File: config.mk
export PLATFORM = sky130hd
export DESIGN_NAME = dmc_ram
export DESIGN_NICKNAME = d
export VERILOG_FILES = /design/src/hdl/dmc_ram.sv
export SDC_FILE = /design/constraint.sdc
export NUM_CORES = 1
export LEC_CHECK = 0
export ABC_AREA = 0
export BUFFER_PORTS_ARGS = -buffer_cell sky130_fd_sc_hd__buf_2
export CELL_PAD_IN_SITES_DETAIL_PLACEMENT = 1
export CELL_PAD_IN_SITES_GLOBAL_PLACEMENT = 1
export CORE_MARGIN = 2
export CORE_UTILIZATION = 46
export CTS_CLUSTER_SIZE = 25
export DETAILED_ROUTE_END_ITERATION = 8
export HOLD_SLACK_MARGIN = 0.02
export PLACE_DENSITY = 0.64
export SLEW_MARGIN = 20
export SYNTH_ARGS = -nofsm -noshare
export SYNTH_HDL_FRONTEND = slang
export SYNTH_SLANG_ARGS = --single-unit
File: constraint.sdc
create_clock -name clk_i -period 2.5 [get_ports clk_i]
set_clock_uncertainty 0.2 [all_clocks]
set_input_delay 0.125 -clock clk_i [delete_from_list [all_inputs] [get_ports clk_i]]
set_output_delay 0.125 -clock clk_i [all_outputs]
set_load 0.01 [all_outputs]
File: src/hdl/dmc_ram.sv
module dmc_ram #(
  parameter int Width = 8,
  parameter int Depth = 64
) (
  input  logic                     clk_i,
  input  logic                     we_i,
  input  logic [$clog2(Depth)-1:0] waddr_i,
  input  logic [Width-1:0]         wdata_i,
  input  logic [$clog2(Depth)-1:0] raddr_i,
  output logic [Width-1:0]         rdata_o
);

  logic [Width-1:0] mem_q [Depth];
  logic [Width-1:0] rdata_q;

  always_ff @(posedge clk_i) begin
    if (we_i) begin
      mem_q[waddr_i] <= wdata_i;
    end
    rdata_q <= mem_q[raddr_i];
  end

  assign rdata_o = rdata_q;

endmodule

==> run_results.csv <==
group,metric,value,unit
power,power.total,18.5,mW
floorplan,boundaryPins,30,
worst_setup_path,cp-end-kind,"flip-flop",
drt,avgViaCountPerCell,5.75,
worst_setup_path,critPathRequiredTime,2.77,ns
job,max_cap_viol_count,0,
placed_design,place_area,0.0219,mm^2
sta,final-max-slew-violation-count,0,
floorplan,num_rows,76,
worst_setup_path,worstSetupStartpointType,"flip-flop",
worst_setup_path,criticalPathCategory,"flip-flop to flip-flop",
run_status,status,"complete, no violations",
worst_setup_path,rr_endpoint,"rdata_o[7]$_DFF_P_",
global_routing,grt.total_usage,0.223,
cells_and_area,fill_cells,3823,
cells_and_area,final_util,0.550,
power,leakage,7.70,nW
drt,drt_pass1_iterations,5,
yosys,netlist_instances,940,
worst_setup_path,r2r-start,"mem_q[50][7]$_DFFE_PP_",
drt,num_vias,10044,
clock_network,cts-root-buf,"clkbuf_16",
drt,drcViolationCount,0,
floorplan,start_util,0.467,
placed_design,place.detailed.hpwl,31.5,mm
global_routing,grt_overflow,0,
placed_design,gp_congestion,0.816,
yosys,synth_cell_types,40,
cells_and_area,drive_gt1_frac,0.327,
clock_network,cts_buffers,52,
cells_and_area,fin_nets,1141,
worst_hold_path,min_to,"mem_q[16][2]$_DFFE_PP_",
cells_and_area,postLayoutCellArea,0.0237,mm^2
drt,first_iter_violations,967,
floorplan,die_x,213,um
drt,routed_wl,48.9,mm
global_routing,grt_max_degree,44,
yosys,ys_ff_latch,520,
sta,final.period_utilization,0.900,
worst_setup_path,cp.arrival,2.52,ns
clock_network,htreeDepth,2,
power,peakVddDrop,655,uV
global_routing,grt_pass1_wl,72.0,mm
yosys,ys_seq_area_frac,0.770,
clock_network,cts_tree,"built",
worst_setup_path,r2r_setup_slack,0.25,ns
floorplan,dieArea,0.0455,mm^2
sta,rsz0062_at_grt,"false",
yosys,yosys_warnings,0,
clock_network,cts_resized,0,
drt,post_drt_wl_per_cell,28.0,um
sta,clock.fmax,445,MHz
worst_hold_path,worstHoldStart,"wdata_i[2]",
yosys,syn-num-nets,962,
sta,holdWs,0.0132,ns
yosys,syn_area_per_cell,21.5,um^2
global_routing,antenna_found_initial,3,
worst_hold_path,hold_class,"primary input to flip-flop",
global_routing,grt_pass1_vias,10658,
sta,relSlewSlack,0.426,
worst_setup_path,path_max_fanout,1,
clock_network,numClockSinks,520,
yosys,syn-cell-area,0.0202,mm^2
sta,fin_ws,0.250,ns
sta,period_needed,2.25,ns
placed_design,post-place-ws,-0.00961,ns
clock_network,clock_latency,0.60,ns
sta,hold_viol,0,
clock_network,clockBufferDepth,3,
worst_setup_path,reg2regPathDepth,4,
floorplan,floorplan.core_area,0.0432,mm^2
worst_hold_path,holdPathStages,1,
placed_design,portBuffers,29,
clock_network,clk_pin_slew,0.06,ns
power,powerDensity,781,mW/mm^2
sta,setup-violations-final,0,
cells_and_area,syn2layout_area_growth,17.7,%
floorplan,die_h,213,um
sta,worstMarginPinSlew,0.862,ns
drt,ant_nets,0,
clock_network,cts_setup_buffers,0,
## cell type report
| class | count | area [um^2] | area share |
|---|---|---|---|
| Sequential cell | 520 | 15500 | 0.655 |
| Multi-Input combinational cell | 369 | 4320 | 0.182 |
| Timing Repair Buffer | 176 | 1440 | 0.0608 |
| Clock buffer | 65 | 1390 | 0.0586 |
| Tap cell | 585 | 732 | 0.0308 |
| Clock inverter | 31 | 308 | 0.0130 |
| Antenna cell | 2 | 5.00 | 0.000211 |
## sequential cells by signal, indices dropped and copies added (netlist names)
signal	flops
mem_q	512
rdata_o	8
## repair_timing
item                                    4_1_cts  5_1_grt
endpoints found under the setup margin        0        0
hold endpoints to repair                    305        0
hold buffers                                 12        0
## metrics by stage
step           cells  TNS (ns)
2_1_floorplan    940         0
3_3_place_gp    1638  -0.00141
3_5_place_dp    1638  -0.00961
4_1_cts         1746         0
5_1_grt         1748         0
6_report        1748         0
## worst max path at each step
stage	start	endpoint	slack, ns	cells after the start
2_1_floorplan	raddr_i[1]	rdata_o[3]$_DFF_P_	0.51	7
3_3_place_gp	raddr_i[0]	rdata_o[4]$_DFF_P_	-0.001	7
3_5_place_dp	raddr_i[0]	rdata_o[4]$_DFF_P_	-0.01	7
4_1_cts	mem_q[29][4]$_DFFE_PP_	rdata_o[4]$_DFF_P_	0.22	5
5_1_grt	mem_q[28][4]$_DFFE_PP_	rdata_o[4]$_DFF_P_	0.17	5
6_report	mem_q[50][7]$_DFFE_PP_	rdata_o[7]$_DFF_P_	0.25	4
## cell families (layout without fill, tap and decap cells)
| family | Yosys count | in the layout | synth area share |
|---|---|---|---|
| simple gates | 153 | 153 | 0.0339 |
| compound gates | 54 | 54 | 0.0207 |
| buf+inv | 51 | 272 | 0.0157 |
| mux | 162 | 162 | 0.159 |
| flops | 520 | 520 | 0.770 |
| other cells | 0 | 2 | 0 |
## synth_stat cells, drive strengths merged
master | n | area share
or3 | 1 | 0.00031
dfxtp | 8 | 0.0079
o311ai | 1 | 0.00043
o2111ai | 3 | 0.0013
nand4b | 1 | 0.00043
a2111oi | 2 | 0.00087
a31oi | 1 | 0.00031
nor2 | 83 | 0.015
o21ai | 4 | 0.00099
nand2 | 19 | 0.0035
clkbuf | 17 | 0.0032
nand3 | 13 | 0.0032
a21oi | 3 | 0.00074
nand3b | 3 | 0.0011
nand4 | 2 | 0.00062
nand2b | 7 | 0.0022
o221a | 2 | 0.0011
edfxtp | 512 | 0.76
o41ai | 2 | 0.00087
o22ai | 8 | 0.0025
mux2i | 23 | 0.011
o2bb2ai | 3 | 0.0013
mux4 | 126 | 0.14
nor2b | 14 | 0.0043
mux2 | 13 | 0.0073
a221oi | 6 | 0.0026
o32ai | 2 | 0.00087
o221ai | 8 | 0.0035
nor3 | 7 | 0.0017
nor4 | 2 | 0.00062
and2 | 1 | 0.00031
buf | 34 | 0.013
a211oi | 4 | 0.0015
o21a | 2 | 0.00074
a22oi | 3 | 0.0011
## worst max-delay path, stage by stage, from the launching register on
cell	delay, ns
edfxtp_1	0.38
mux4_2	0.53
mux4_2	0.50
o21ai_0	0.42
nand2_1	0.08
## power by group
group	total, mW	internal (mW)	leakage (nW)	switching, mW
combinational	1.00	0.418	2.20	0.584
sequential	9.68	9.65	4.67	0.0363
clock	7.84	4.56	0.830	3.28
total	18.5	14.6	7.70	3.90
## metal layers
layer | share of wire | global-route usage | wire, um
met1 | 0.44 | 0.317 | 21400
met2 | 0.48 | 0.355 | 23500
met3 | 0.051 | 0.0337 | 2520
met4 | 0.029 | 0.0790 | 1410
met5 | 0 | 0 | 0
## layout by cell type, fill, tap and decap left out, types with 4 or more instances in the layout
cell type,instances
nor2_1,83
mux2_2,13
buf_2,26
nor2b_1,14
o221ai_1,8
buf_4,125
mux4_2,126
clkbuf_1,10
nor3_1,7
o22ai_1,8
mux2i_1,23
dlygate4sd3_1,12
edfxtp_1,512
buf_12,12
nand2b_1,7
clkbuf_16,53
clkinv_2,9
nand2_1,19
a221oi_1,6
dfxtp_1,8
clkinv_1,11
nand3_1,13
a211oi_1,4
bufinv_16,6
No activity file was read; power rests on OpenSTA's default activity.
